$ cat src/rtl/rau_pkg.sv
// ----------------------------------------------------------------------------
// rau_pkg
// shared types and operation codes of the rational arithmetic unit
// ----------------------------------------------------------------------------
package rau_pkg;

    // operation codes
    localparam logic [3:0] OP_ADD = 4'd0;
    localparam logic [3:0] OP_SUB = 4'd1;
    localparam logic [3:0] OP_MUL = 4'd2;
    localparam logic [3:0] OP_DIV = 4'd3;
    localparam logic [3:0] OP_GT  = 4'd4;
    localparam logic [3:0] OP_LT  = 4'd5;
    localparam logic [3:0] OP_GE  = 4'd6;
    localparam logic [3:0] OP_LE  = 4'd7;
    localparam logic [3:0] OP_EQ  = 4'd8;
    localparam logic [3:0] OP_NE  = 4'd9;

    // output field widths
    localparam int NumOutWidth = 32;
    localparam int DenOutWidth = 31;

    typedef enum logic [3:0] {
        ST_IDLE,
        ST_MUL_LEFT,
        ST_MUL_RIGHT,
        ST_MUL_NUM,
        ST_MUL_DEN,
        ST_SETUP,
        ST_CHECK,
        ST_GCD,
        ST_DIV_NUM,
        ST_DIV_DEN,
        ST_FINISH
    } t_rau_state;

    typedef enum logic [1:0] {
        GCD_IDLE,
        GCD_REDUCE,
        GCD_SCALE
    } t_gcd_state;

    typedef enum logic [1:0] {
        DIV_IDLE,
        DIV_RUN,
        DIV_DONE
    } t_div_state;

endpackage

$ cat src/rtl/rau_gcd.sv
// ----------------------------------------------------------------------------
// rau_gcd
// binary gcd of two nonzero unsigned values, one shift or subtract per cycle
// ----------------------------------------------------------------------------
module rau_gcd #(
    parameter int DW = 32
) (
    input  logic          i_clk,
    input  logic          i_rst_n,
    input  logic          i_start,
    input  logic [DW-1:0] i_x,
    input  logic [DW-1:0] i_y,
    output logic          o_done,
    output logic [DW-1:0] o_gcd
);

    localparam int KW = $clog2(DW);

    rau_pkg::t_gcd_state r_state, n_state;
    logic [DW-1:0] r_x, r_y;
    logic [KW-1:0] r_k;
    logic          w_zero;

    assign w_zero = (r_x == '0) || (r_y == '0);

    always_ff @(posedge i_clk) begin
        if (!i_rst_n) begin
            r_state <= rau_pkg::GCD_IDLE;
        end else begin
            r_state <= n_state;
        end
    end

    always_comb begin
        n_state = r_state;
        case (r_state)
            rau_pkg::GCD_IDLE: begin
                if (i_start) n_state = rau_pkg::GCD_REDUCE;
            end
            rau_pkg::GCD_REDUCE: begin
                if (w_zero) n_state = rau_pkg::GCD_SCALE;
            end
            rau_pkg::GCD_SCALE: begin
                if (r_k == '0) n_state = rau_pkg::GCD_IDLE;
            end
            default: n_state = rau_pkg::GCD_IDLE;
        endcase
    end

    always_comb begin
        o_done = (r_state == rau_pkg::GCD_SCALE) && (r_k == '0);
        o_gcd  = r_x;
    end

    // datapath
    always_ff @(posedge i_clk) begin
        case (r_state)
            rau_pkg::GCD_IDLE: begin
                r_x <= i_x;
                r_y <= i_y;
                r_k <= '0;
            end
            rau_pkg::GCD_REDUCE: begin
                if (w_zero) begin
                    r_x <= r_x | r_y;
                end else if (!r_x[0] && !r_y[0]) begin
                    r_x <= r_x >> 1;
                    r_y <= r_y >> 1;
                    r_k <= r_k + 1'b1;
                end else if (!r_x[0]) begin
                    r_x <= r_x >> 1;
                end else if (!r_y[0]) begin
                    r_y <= r_y >> 1;
                end else if (r_x >= r_y) begin
                    r_x <= r_x - r_y;
                end else begin
                    r_y <= r_y - r_x;
                end
            end
            rau_pkg::GCD_SCALE: begin
                if (r_k != '0) begin
                    r_x <= r_x << 1;
                    r_k <= r_k - 1'b1;
                end
            end
            default: begin
                r_k <= '0;
            end
        endcase
    end

endmodule

$ cat src/rtl/rau_div.sv
// ----------------------------------------------------------------------------
// rau_div
// restoring unsigned divider, one quotient bit per cycle
// ----------------------------------------------------------------------------
module rau_div #(
    parameter int DW = 32
) (
    input  logic          i_clk,
    input  logic          i_rst_n,
    input  logic          i_start,
    input  logic [DW-1:0] i_dividend,
    input  logic [DW-1:0] i_divisor,
    output logic          o_done,
    output logic [DW-1:0] o_quot
);

    localparam int CW = $clog2(DW);

    rau_pkg::t_div_state r_state, n_state;
    logic [DW-1:0] r_rem, r_quot, r_divisor;
    logic [CW-1:0] r_cnt;
    logic [DW:0]   w_trial;
    logic          w_fit;
    logic          w_last;

    assign w_trial = {r_rem, r_quot[DW-1]};
    assign w_fit   = w_trial >= {1'b0, r_divisor};
    assign w_last  = r_cnt == CW'(DW - 1);

    always_ff @(posedge i_clk) begin
        if (!i_rst_n) begin
            r_state <= rau_pkg::DIV_IDLE;
        end else begin
            r_state <= n_state;
        end
    end

    always_comb begin
        n_state = r_state;
        case (r_state)
            rau_pkg::DIV_IDLE: begin
                if (i_start) n_state = rau_pkg::DIV_RUN;
            end
            rau_pkg::DIV_RUN: begin
                if (w_last) n_state = rau_pkg::DIV_DONE;
            end
            // a start in the done cycle chains straight into the next division
            rau_pkg::DIV_DONE: n_state = i_start ? rau_pkg::DIV_RUN : rau_pkg::DIV_IDLE;
            default:           n_state = rau_pkg::DIV_IDLE;
        endcase
    end

    always_comb begin
        o_done = r_state == rau_pkg::DIV_DONE;
        o_quot = r_quot;
    end

    always_ff @(posedge i_clk) begin
        case (r_state)
            rau_pkg::DIV_IDLE, rau_pkg::DIV_DONE: begin
                r_rem     <= '0;
                r_quot    <= i_dividend;
                r_divisor <= i_divisor;
                r_cnt     <= '0;
            end
            rau_pkg::DIV_RUN: begin
                r_rem  <= w_fit ? DW'(w_trial - {1'b0, r_divisor}) : w_trial[DW-1:0];
                r_quot <= {r_quot[DW-2:0], w_fit};
                r_cnt  <= r_cnt + 1'b1;
            end
            default: begin
                r_cnt <= '0;
            end
        endcase
    end

endmodule

$ cat src/rtl/rational_arithmetic_unit.sv
// ----------------------------------------------------------------------------
// rational_arithmetic_unit
// add, subtract, multiply, divide or compare two fractions, reduced by gcd
// ----------------------------------------------------------------------------
// usage
//   command port: raise start with the operation and both fractions; the
//   beat is taken when start is high and busy is low. busy stays high until
//   the result beat has been shown.
//   result port: o_done is high for exactly one cycle with the reduced
//   numerator, positive denominator, compare flag and divide-by-zero flag.
//   the receiver cannot stall; the result must be captured on that cycle.
// sequence
//   four products go through one shared multiplier, one per cycle. the
//   reduction then runs a binary gcd (one shift or subtract per cycle) and
//   two restoring divisions, numerator then denominator. comparisons,
//   unused codes, zero results and division by zero skip the gcd and the
//   divisions. one command is worked on at a time; a new one is taken only
//   after the result of the last one has been shown.
// reset
//   synchronous active-low reset returns the sequencer and both units to
//   idle; no result is shown. the datapath and result registers have no reset.
// ----------------------------------------------------------------------------
module rational_arithmetic_unit #(
    parameter int OPERAND_WIDTH = 16
) (
    input  logic                     i_clk,
    input  logic                     i_rst_n,
    input  logic                     start,
    output logic                     busy,
    input  logic [3:0]               i_operation,
    input  logic signed [OPERAND_WIDTH-1:0] i_a_numerator,
    input  logic signed [OPERAND_WIDTH-1:0] i_a_denominator,
    input  logic signed [OPERAND_WIDTH-1:0] i_b_numerator,
    input  logic signed [OPERAND_WIDTH-1:0] i_b_denominator,
    output logic                     o_done,
    output logic signed [31:0]       o_result_numerator,
    output logic [30:0]              o_result_denominator,
    output logic                     o_compare_true,
    output logic                     o_divide_by_zero
);

    localparam int W  = OPERAND_WIDTH;
    localparam int DW = 2 * OPERAND_WIDTH;   // product and magnitude width
    localparam int PW = 2 * OPERAND_WIDTH + 2; // full multiplier result

    rau_pkg::t_rau_state r_state, n_state;

    // captured command
    logic [3:0]          r_op;
    logic signed [W-1:0] r_an, r_ad, r_bn, r_bd;

    // products and working values
    logic signed [DW-1:0] r_left, r_right, r_nprod;
    logic [DW-1:0]        r_den, r_mag, r_g, r_qnum;
    logic                 r_neg;

    // result registers
    logic signed [31:0] r_res_num;
    logic [30:0]        r_res_den;
    logic               r_cmp, r_dz;

    // shared multiplier
    logic signed [W:0]    w_mul_a, w_mul_b;
    logic signed [PW-1:0] w_prod;
    logic signed [DW-1:0] w_prod_t;

    // units
    logic          w_gcd_start, w_gcd_done;
    logic [DW-1:0] w_gcd;
    logic          w_div_start, w_div_done;
    logic [DW-1:0] w_div_dividend, w_div_divisor, w_quot;

    logic                 w_arith, w_div_zero, w_cmp;
    logic signed [DW-1:0] w_num;
    logic signed [DW-1:0] w_qsigned;
    logic [DW+31:0]       w_num_ext, w_den_ext;

    // denominators of zero or less read as one
    function automatic logic signed [W-1:0] clamp_den(input logic signed [W-1:0] d);
        logic signed [W-1:0] one;
        one = W'(1);
        return (d[W-1] || d == '0) ? one : d;
    endfunction

    // ------------------------------------------------------------------
    // sequencer
    // ------------------------------------------------------------------
    always_ff @(posedge i_clk) begin
        if (!i_rst_n) begin
            r_state <= rau_pkg::ST_IDLE;
        end else begin
            r_state <= n_state;
        end
    end

    assign w_arith = (r_op == rau_pkg::OP_ADD) || (r_op == rau_pkg::OP_SUB) ||
                     (r_op == rau_pkg::OP_MUL) || (r_op == rau_pkg::OP_DIV);
    assign w_div_zero = (r_op == rau_pkg::OP_DIV) && (r_bn == '0);

    always_comb begin
        n_state = r_state;
        case (r_state)
            rau_pkg::ST_IDLE:      if (start) n_state = rau_pkg::ST_MUL_LEFT;
            rau_pkg::ST_MUL_LEFT:  n_state = rau_pkg::ST_MUL_RIGHT;
            rau_pkg::ST_MUL_RIGHT: n_state = rau_pkg::ST_MUL_NUM;
            rau_pkg::ST_MUL_NUM:   n_state = rau_pkg::ST_MUL_DEN;
            rau_pkg::ST_MUL_DEN:   n_state = rau_pkg::ST_SETUP;
            rau_pkg::ST_SETUP:     n_state = rau_pkg::ST_CHECK;
            rau_pkg::ST_CHECK: begin
                if (w_arith && !w_div_zero && r_mag != '0) begin
                    n_state = rau_pkg::ST_GCD;
                end else begin
                    n_state = rau_pkg::ST_FINISH;
                end
            end
            rau_pkg::ST_GCD:     if (w_gcd_done) n_state = rau_pkg::ST_DIV_NUM;
            rau_pkg::ST_DIV_NUM: if (w_div_done) n_state = rau_pkg::ST_DIV_DEN;
            rau_pkg::ST_DIV_DEN: if (w_div_done) n_state = rau_pkg::ST_FINISH;
            rau_pkg::ST_FINISH:  n_state = rau_pkg::ST_IDLE;
            default:             n_state = rau_pkg::ST_IDLE;
        endcase
    end

    // control outputs
    always_comb begin
        busy        = r_state != rau_pkg::ST_IDLE;
        o_done      = r_state == rau_pkg::ST_FINISH;
        w_gcd_start = (r_state == rau_pkg::ST_CHECK) && w_arith && !w_div_zero &&
                      (r_mag != '0);
        w_div_start = ((r_state == rau_pkg::ST_GCD) && w_gcd_done) ||
                      ((r_state == rau_pkg::ST_DIV_NUM) && w_div_done);
    end

    assign o_result_numerator   = r_res_num;
    assign o_result_denominator = r_res_den;
    assign o_compare_true       = r_cmp;
    assign o_divide_by_zero     = r_dz;

    // ------------------------------------------------------------------
    // shared multiplier: one product per cycle
    // ------------------------------------------------------------------
    always_comb begin
        w_mul_a = {r_ad[W-1], r_ad};
        w_mul_b = {r_bd[W-1], r_bd};
        case (r_state)
            rau_pkg::ST_MUL_LEFT: begin
                w_mul_a = {r_an[W-1], r_an};
                w_mul_b = {r_bd[W-1], r_bd};
            end
            rau_pkg::ST_MUL_RIGHT: begin
                w_mul_a = {r_ad[W-1], r_ad};
                w_mul_b = {r_bn[W-1], r_bn};
            end
            rau_pkg::ST_MUL_NUM: begin
                w_mul_a = {r_an[W-1], r_an};
                w_mul_b = {r_bn[W-1], r_bn};
            end
            rau_pkg::ST_MUL_DEN: begin
                // a divide uses the magnitude of the divisor numerator
                w_mul_a = {r_ad[W-1], r_ad};
                if (r_op == rau_pkg::OP_DIV && r_bn[W-1]) begin
                    w_mul_b = -{r_bn[W-1], r_bn};
                end else if (r_op == rau_pkg::OP_DIV) begin
                    w_mul_b = {r_bn[W-1], r_bn};
                end else begin
                    w_mul_b = {r_bd[W-1], r_bd};
                end
            end
            default: begin
                w_mul_a = {r_ad[W-1], r_ad};
            end
        endcase
    end

    assign w_prod   = w_mul_a * w_mul_b;
    assign w_prod_t = w_prod[DW-1:0];

    // numerator before reduction, per operation
    always_comb begin
        case (r_op)
            rau_pkg::OP_ADD: w_num = r_left + r_right;
            rau_pkg::OP_SUB: w_num = r_left - r_right;
            rau_pkg::OP_MUL: w_num = r_nprod;
            rau_pkg::OP_DIV: w_num = r_bn[W-1] ? -r_left : r_left;
            default:         w_num = '0;
        endcase
    end

    // comparison of the cross products
    always_comb begin
        case (r_op)
            rau_pkg::OP_GT: w_cmp = r_left >  r_right;
            rau_pkg::OP_LT: w_cmp = r_left <  r_right;
            rau_pkg::OP_GE: w_cmp = r_left >= r_right;
            rau_pkg::OP_LE: w_cmp = r_left <= r_right;
            rau_pkg::OP_EQ: w_cmp = r_left == r_right;
            rau_pkg::OP_NE: w_cmp = r_left != r_right;
            default:        w_cmp = 1'b0;
        endcase
    end

    // divider operands: numerator magnitude first, then denominator
    assign w_div_dividend = (r_state == rau_pkg::ST_GCD) ? r_mag : r_den;
    assign w_div_divisor  = (r_state == rau_pkg::ST_GCD) ? w_gcd : r_g;

    // final sign and wrap to output field widths
    assign w_qsigned = r_neg ? -$signed(r_qnum) : $signed(r_qnum);
    assign w_num_ext = {{32{w_qsigned[DW-1]}}, w_qsigned};
    assign w_den_ext = {32'b0, w_quot};

    // ------------------------------------------------------------------
    // datapath
    // ------------------------------------------------------------------
    always_ff @(posedge i_clk) begin
        case (r_state)
            rau_pkg::ST_IDLE: begin
                if (start) begin
                    r_op <= i_operation;
                    r_an <= i_a_numerator;
                    r_ad <= clamp_den(i_a_denominator);
                    r_bn <= i_b_numerator;
                    r_bd <= clamp_den(i_b_denominator);
                end
            end
            rau_pkg::ST_MUL_LEFT:  r_left  <= w_prod_t;
            rau_pkg::ST_MUL_RIGHT: r_right <= w_prod_t;
            rau_pkg::ST_MUL_NUM:   r_nprod <= w_prod_t;
            rau_pkg::ST_MUL_DEN:   r_den   <= w_prod_t;
            rau_pkg::ST_SETUP: begin
                r_neg <= w_num[DW-1];
                r_mag <= w_num[DW-1] ? DW'(-w_num) : DW'(w_num);
            end
            rau_pkg::ST_CHECK: begin
                // defaults cover comparisons, unused codes, zero results and division by zero
                r_res_num <= '0;
                r_res_den <= 31'd1;
                r_cmp     <= w_cmp;
                r_dz      <= w_div_zero;
            end
            rau_pkg::ST_GCD: begin
                if (w_gcd_done) r_g <= w_gcd;
            end
            rau_pkg::ST_DIV_NUM: begin
                if (w_div_done) r_qnum <= w_quot;
            end
            rau_pkg::ST_DIV_DEN: begin
                if (w_div_done) begin
                    r_res_num <= w_num_ext[rau_pkg::NumOutWidth-1:0];
                    r_res_den <= w_den_ext[rau_pkg::DenOutWidth-1:0];
                end
            end
            default: begin
                r_neg <= r_neg;
            end
        endcase
    end

    rau_gcd #(
        .DW(DW)
    ) u_gcd (
        .i_clk   (i_clk),
        .i_rst_n (i_rst_n),
        .i_start (w_gcd_start),
        .i_x     (r_mag),
        .i_y     (r_den),
        .o_done  (w_gcd_done),
        .o_gcd   (w_gcd)
    );

    rau_div #(
        .DW(DW)
    ) u_div (
        .i_clk      (i_clk),
        .i_rst_n    (i_rst_n),
        .i_start    (w_div_start),
        .i_dividend (w_div_dividend),
        .i_divisor  (w_div_divisor),
        .o_done     (w_div_done),
        .o_quot     (w_quot)
    );

endmodule
$ cat config.mk
export PLATFORM = sky130hd
export DESIGN_NAME = rational_arithmetic_unit
export DESIGN_NICKNAME = d
export VERILOG_FILES = /design/src/rtl/rau_pkg.sv /design/src/rtl/rau_gcd.sv /design/src/rtl/rau_div.sv /design/src/rtl/rational_arithmetic_unit.sv
export SDC_FILE = /design/constraint.sdc
export NUM_CORES = 2
export LEC_CHECK = 0
export BUFFER_PORTS_ARGS = -buffer_cell sky130_fd_sc_hd__clkbuf_2
export CAP_MARGIN = 40
export CORE_MARGIN = 1.5
export CORE_UTILIZATION = 51
export DETAILED_ROUTE_END_ITERATION = 10
export PLACE_DENSITY = 0.71
export RECOVER_POWER = 100
export REMOVE_ABC_BUFFERS = 1
export SYNTH_ARGS = -nofsm -noshare
export SYNTH_HDL_FRONTEND = slang
export SYNTH_HIERARCHICAL = 1
export SYNTH_SLANG_ARGS = --single-unit
$ cat constraint.sdc
create_clock -name i_clk -period 10.1 [get_ports i_clk]
set_clock_uncertainty 0.05 [all_clocks]
set_input_delay 2.02 -clock i_clk [delete_from_list [all_inputs] [get_ports i_clk]]
set_output_delay 2.02 -clock i_clk [all_outputs]
set_load 0.01 [all_outputs]
### Yosys cells after proc, flatten, opt, wreduce, memory -nomap -nowiden

Cells that the tools add are included.

| word-level totals | value |
|---|---|
| flip-flop bits (word level) | 536 |
| input port bits | 71 |
| output and inout bits | 67 |
| word-level logic and storage cells | 194 |

| cells by class | value |
|---|---|
| add/subtract/negate cells | 12 |
| multiply operators | 1 |
| magnitude comparators | 6 |
| equal/unequal tests | 42 |
| muxes and demuxes | 49 |
| bitwise logic cells | 1 |
| reductions and logical operators | 53 |

Operators by type and width:

| cell | count |
|---|---|
| 2-to-1 mux 32 bit | 17 |
| one-hot mux 32 bit (2 select lines) | 4 |
| one-hot mux 32 bit (4 select lines) | 1 |
| subtractor 32 bit | 4 |
| negator 32 bit | 3 |
| one-hot mux 32 bit (3 select lines) | 1 |
| >= comparator 32 bit | 2 |
| logical NOT 32 bit | 2 |
| 2-to-1 mux 31 bit | 2 |
| one-hot mux 31 bit (2 select lines) | 1 |
| 2-to-1 mux 17 bit | 3 |
| logical NOT 16 bit | 3 |
| one-hot mux 4 bit (10 select lines) | 1 |
| one-hot mux 17 bit (2 select lines) | 1 |
| >= comparator 33 x 32 -> 1 bit | 1 |
| adder 32 bit | 1 |
| == test 32 bit | 1 |
| == test 4 x 3 -> 1 bit, second input constant | 8 |
| greater-than comparator 32 bit | 1 |
| less-or-equal comparator 32 bit | 1 |
| < comparator 32 bit | 1 |
| multiplier 17 x 17 -> 32 bit | 1 |
| != test 32 bit | 1 |
| OR 32 bit | 1 |
| 36 further kinds | 102 |

### Depth between registers and ports, before layout

| depth | value |
|---|---|
| depth after elaboration | 9 |
| gate-level depth with buffers | 35 |
| gate-level depth less buffers | 34 |

### Cells and area by module

Netlist, hierarchy kept.

By module, submodules not included:

| module | times used | cells an instance | area an instance (µm²) |
|---|---|---|---|
| rational_arithmetic_unit | 1 | 2857 | 29966.2 |
| rau_gcd | 1 | 1104 | 8682.1 |
| rau_div | 1 | 658 | 6200.9 |

### Worst setup path before layout

Ideal clock, no wire load.

| timing | value |
|---|---|
| kind | reg2reg |
| start point | register, netlist name r_state[1] |
| end point | register r_den[31] (data pin) |
| arrival time | 8432 ps |
| data required time | 9776 ps |
| slack | 1344 ps |
| cell stages (with the launch flop) | 31 |
| buffers on the path | 1 |
| cell sequence | dfxtp_1 -> nand2b_1 -> or3_1 -> inv_1 -> nand2_1 -> clkbuf_1 -> o311ai_1 -> nand2_1 -> fa_1 -> inv_1 -> fa_1 -> inv_1 -> fa_1 -> inv_1 -> fa_1 -> fa_1 -> inv_1 -> fa_1 -> inv_1 -> ha_1 -> nand2_1 -> o21ai_0 -> or2_2 -> o21bai_1 -> a211o_1 -> a21oi_1 -> o31ai_1 -> a21boi_0 -> o21bai_1 -> a21oi_1 -> xnor2_1 |

RTL lines:

| what | line | text |
|---|---|---|
| end signal, assigned | rational_arithmetic_unit.sv:228 | `rau_pkg::ST_MUL_DEN: r_den <= w_prod_t;` |
| end, declared | rational_arithmetic_unit.sv:54 | `logic [DW-1:0] r_den, r_mag, r_g, r_qnum;` |

==> results.toml <==
[setup_path]
rr_startpoint = "r_state[1]$_SDFFE_PN0P_"
cpMostUsedCell = "fa_1"
reg2reg_to = "r_right[31]$_DFFE_PP_"
cp_slowest_cell = "a221o_1"
r2r_slack_ns = 0.88
critical_path_arrival_ns = 9.54
worstSetupStartpointType = "flop"
crit_type = "reg -> reg"
slowest_delay_ns = 0.86
end_kind = "flop"
path_max_fanout = 16
reg2reg_depth = 30
cp.required_ns = 10.42

[logic_synthesis]
synth_edf_count = 523
ys.flop_type = "edfxtp_1"
ys_async_sr_fraction_pct = 0
ys_seq_area_share_pct = 35.6
synth_compound_area_share_pct = 14.4
synth_top_family_by_area = "adder cells"
synth.ff_latch_count = 536
muxShareOfSynthArea_pct = 2.69
ys_warn_count = 6
synthSimpleGateAreaFrac_pct = 15.6
synth_adder_area_share_pct = 20.5
yosysUniqueCellTypes = 121
syn_area_mm2 = 0.0448
syn_area_per_cell_um2 = 9.71
synth-xor-area-share_pct = 4.32
synth_cells = 4619

[detailed_routing]
num_vias = 34612
met2_length_um = 65000
wl_met1_um = 51600
drc = 0
ant_nets = 0
drtIter0Drc = 2597
dr.max_layer_used = "met4"
wl_um = 129000
first_pass_iters = 5
viasPerCell = 5.87
wl_per_cell_um = 21.9
wl_met3_um = 6090

[timing]
max_slew_margin_pct = -163
rsz0062_at_grt = "no"
fmax_mhz = 108
post-route-period-util_pct = 91.3
worst_pin_slew_ns = 3.94
setup_tns_ns = 0
slew_viol_final = 863
period_minus_slack_ns = 9.22
finalSetupViolations = 0
hold_violations = 0

[cts]
cts_made_buffers = 59
clkLatencyLatePin_ns = 0.66
ctsResizeCount = 0
htree_levels = 2
clockBufferDepth = 3
postCtsSetupBuffers = 0
clk_pin_slew_ns = 0.06
root_buffer = "clkbuf_16"
cts_hold_buffers = 0
cts_tree = "yes"
cts.sinks = 536

[global_route]
grt_pass1_wl_um = 198000
grt_pass1_vias = 34953
grt_use_total_pct = 28.5
antenna_found_initial = 0
grt-ovfl-total = 0
grt_max_degree = 69

[run_status]
violations = "max-capacitance violations, max-slew violations"
status = "complete, but fails checks"

[placement]
gp_congestion = 0.981
portBuffers = 137
dpl.hpwl_um = 102000

[final_layout]
layout_commonest_cell = "inv_1"
nets = 5330
antenna_cells = 0
n_fill_cell = 7688
syn_to_final_growth_pct = 8.06
layout-drive-gt1-share_pct = 7.11
final_cell_mix = "inv_1 (580), edfxtp_1 (523), nand2_1 (477)"

[floorplanning]
dieArea_mm2 = 0.0897
core-area_mm2 = 0.0869
die_w_um = 300
start_util_pct = 51.6
die_y_um = 300
ios = 138
std_cell_rows = 108

[hold_path]
hold_start = "u_div/r_cnt[0]$_SDFF_PN0_"
hold_class = "reg -> reg"
whs_path_depth = 1
min_to = "u_div/r_cnt[0]$_SDFF_PN0_"

[job]
max_cap_violations = 22
worst max-delay path by stage:
stage / startpoint / end / slack (ns) / cells past startpoint
final: r_state[1]$_SDFFE_PN0P_ / r_right[31]$_DFFE_PP_ / 0.88 / 30
after global routing: r_state[2]$_SDFFE_PN0P_ / r_right[31]$_DFFE_PP_ / 0.24 / 30
after CTS: r_state[1]$_SDFFE_PN0P_ / r_right[31]$_DFFE_PP_ / 1.04 / 30
after detailed placement: r_state[1]$_SDFFE_PN0P_ / r_right[31]$_DFFE_PP_ / 1.09 / 30
after global placement: r_state[0]$_SDFFE_PN0P_ / r_left[31]$_DFFE_PP_ / 1.12 / 26
after floorplan: r_op[0]$_DFFE_PP_ / r_den[31]$_DFFE_PN_ / 1.05 / 27
stage by stage:
stage               setup slack [ns]  cells  area [um2]  hold slack [ns]  utilization (%)
global route                   0.239   5897       48500            0.431             55.8
detailed placement              1.09   5785       46800            0.394             53.9
floorplan                       1.05   4414       44000            0.368                -
global placement                1.12   5773       46700            0.378             53.7
finish                         0.881   5897       48500            0.397             55.8
CTS                             1.04   5897       48800            0.403             56.2
cell usage after synthesis, drive strengths merged, types with 24 or more instances:
library cell	instances	area share (%)
mux2i	27	0.60
fa	281	13
nand3	85	0.98
a221oi	25	0.53
o211ai	25	0.43
a311oi	24	0.47
nor2b	49	0.68
o21ai	172	1.9
xnor2	145	2.8
ha	287	8.0
o2111ai	25	0.49
nand2	481	4.0
edfxtp	523	35
nor3	76	0.86
a211oi	26	0.46
a31oi	39	0.59
o31ai	44	0.81
inv	580	4.9
clkbuf	151	1.3
and3	33	0.46
and2	78	1.1
nand2b	51	0.71
o21a	30	0.50
a21oi	265	3.0
buf	55	0.70
a21o	44	0.74
mux2	83	2.1
or3	37	0.53
xor2	76	1.5
nor2	395	3.3
nor4	69	1.1
per-layer routing:
layer	GRT usage [%]	vias to the layer above
met4	13.7	0
met5	0	-
met3	2.33	278
met1	34.4	16923
met2	51.5	1180
li1	-	16231
state kept, by name, summed over array words and instances (netlist names), 31 cells and up:
signal	count
o_result_denominator	31
o_result_numerator	32
r_den	32
r_g	32
r_left	32
r_mag	32
r_nprod	32
r_qnum	32
r_right	32
u_div/o_quot	32
u_div/r_divisor	32
u_div/r_rem	32
u_gcd/o_gcd	32
u_gcd/r_y	32
cell families after synthesis:
logic type,Yosys count
xor+xnor,221
simple gates,1458
flops,536
other cells,1
mux,110
buf+inv,790
fa+ha+maj,568
compound gates,935
cell type report:
class	instances	area [um2]	area share, %
inverter	584	2190	4.52
tap	1155	1450	2.98
clock inverter	46	478	0.986
sequential	536	16000	32.9
clock buffer	66	1500	3.10
multi-input combinational	3294	25800	53.2
timing repair buffer	216	1100	2.26
worst max-delay path: cells and delay by family, from the launching register on:
family	cells	cell delay, ns
xor+xnor	1	0.14
flops	1	0.54
buf+inv	6	0.59
fa+ha+maj	7	3.13
compound gates	9	2.73
simple gates	7	1.73
Power is left out: the tool's default activity adds up to more than one toggle a clock period on the data nets, which glitch-free logic cannot reach.
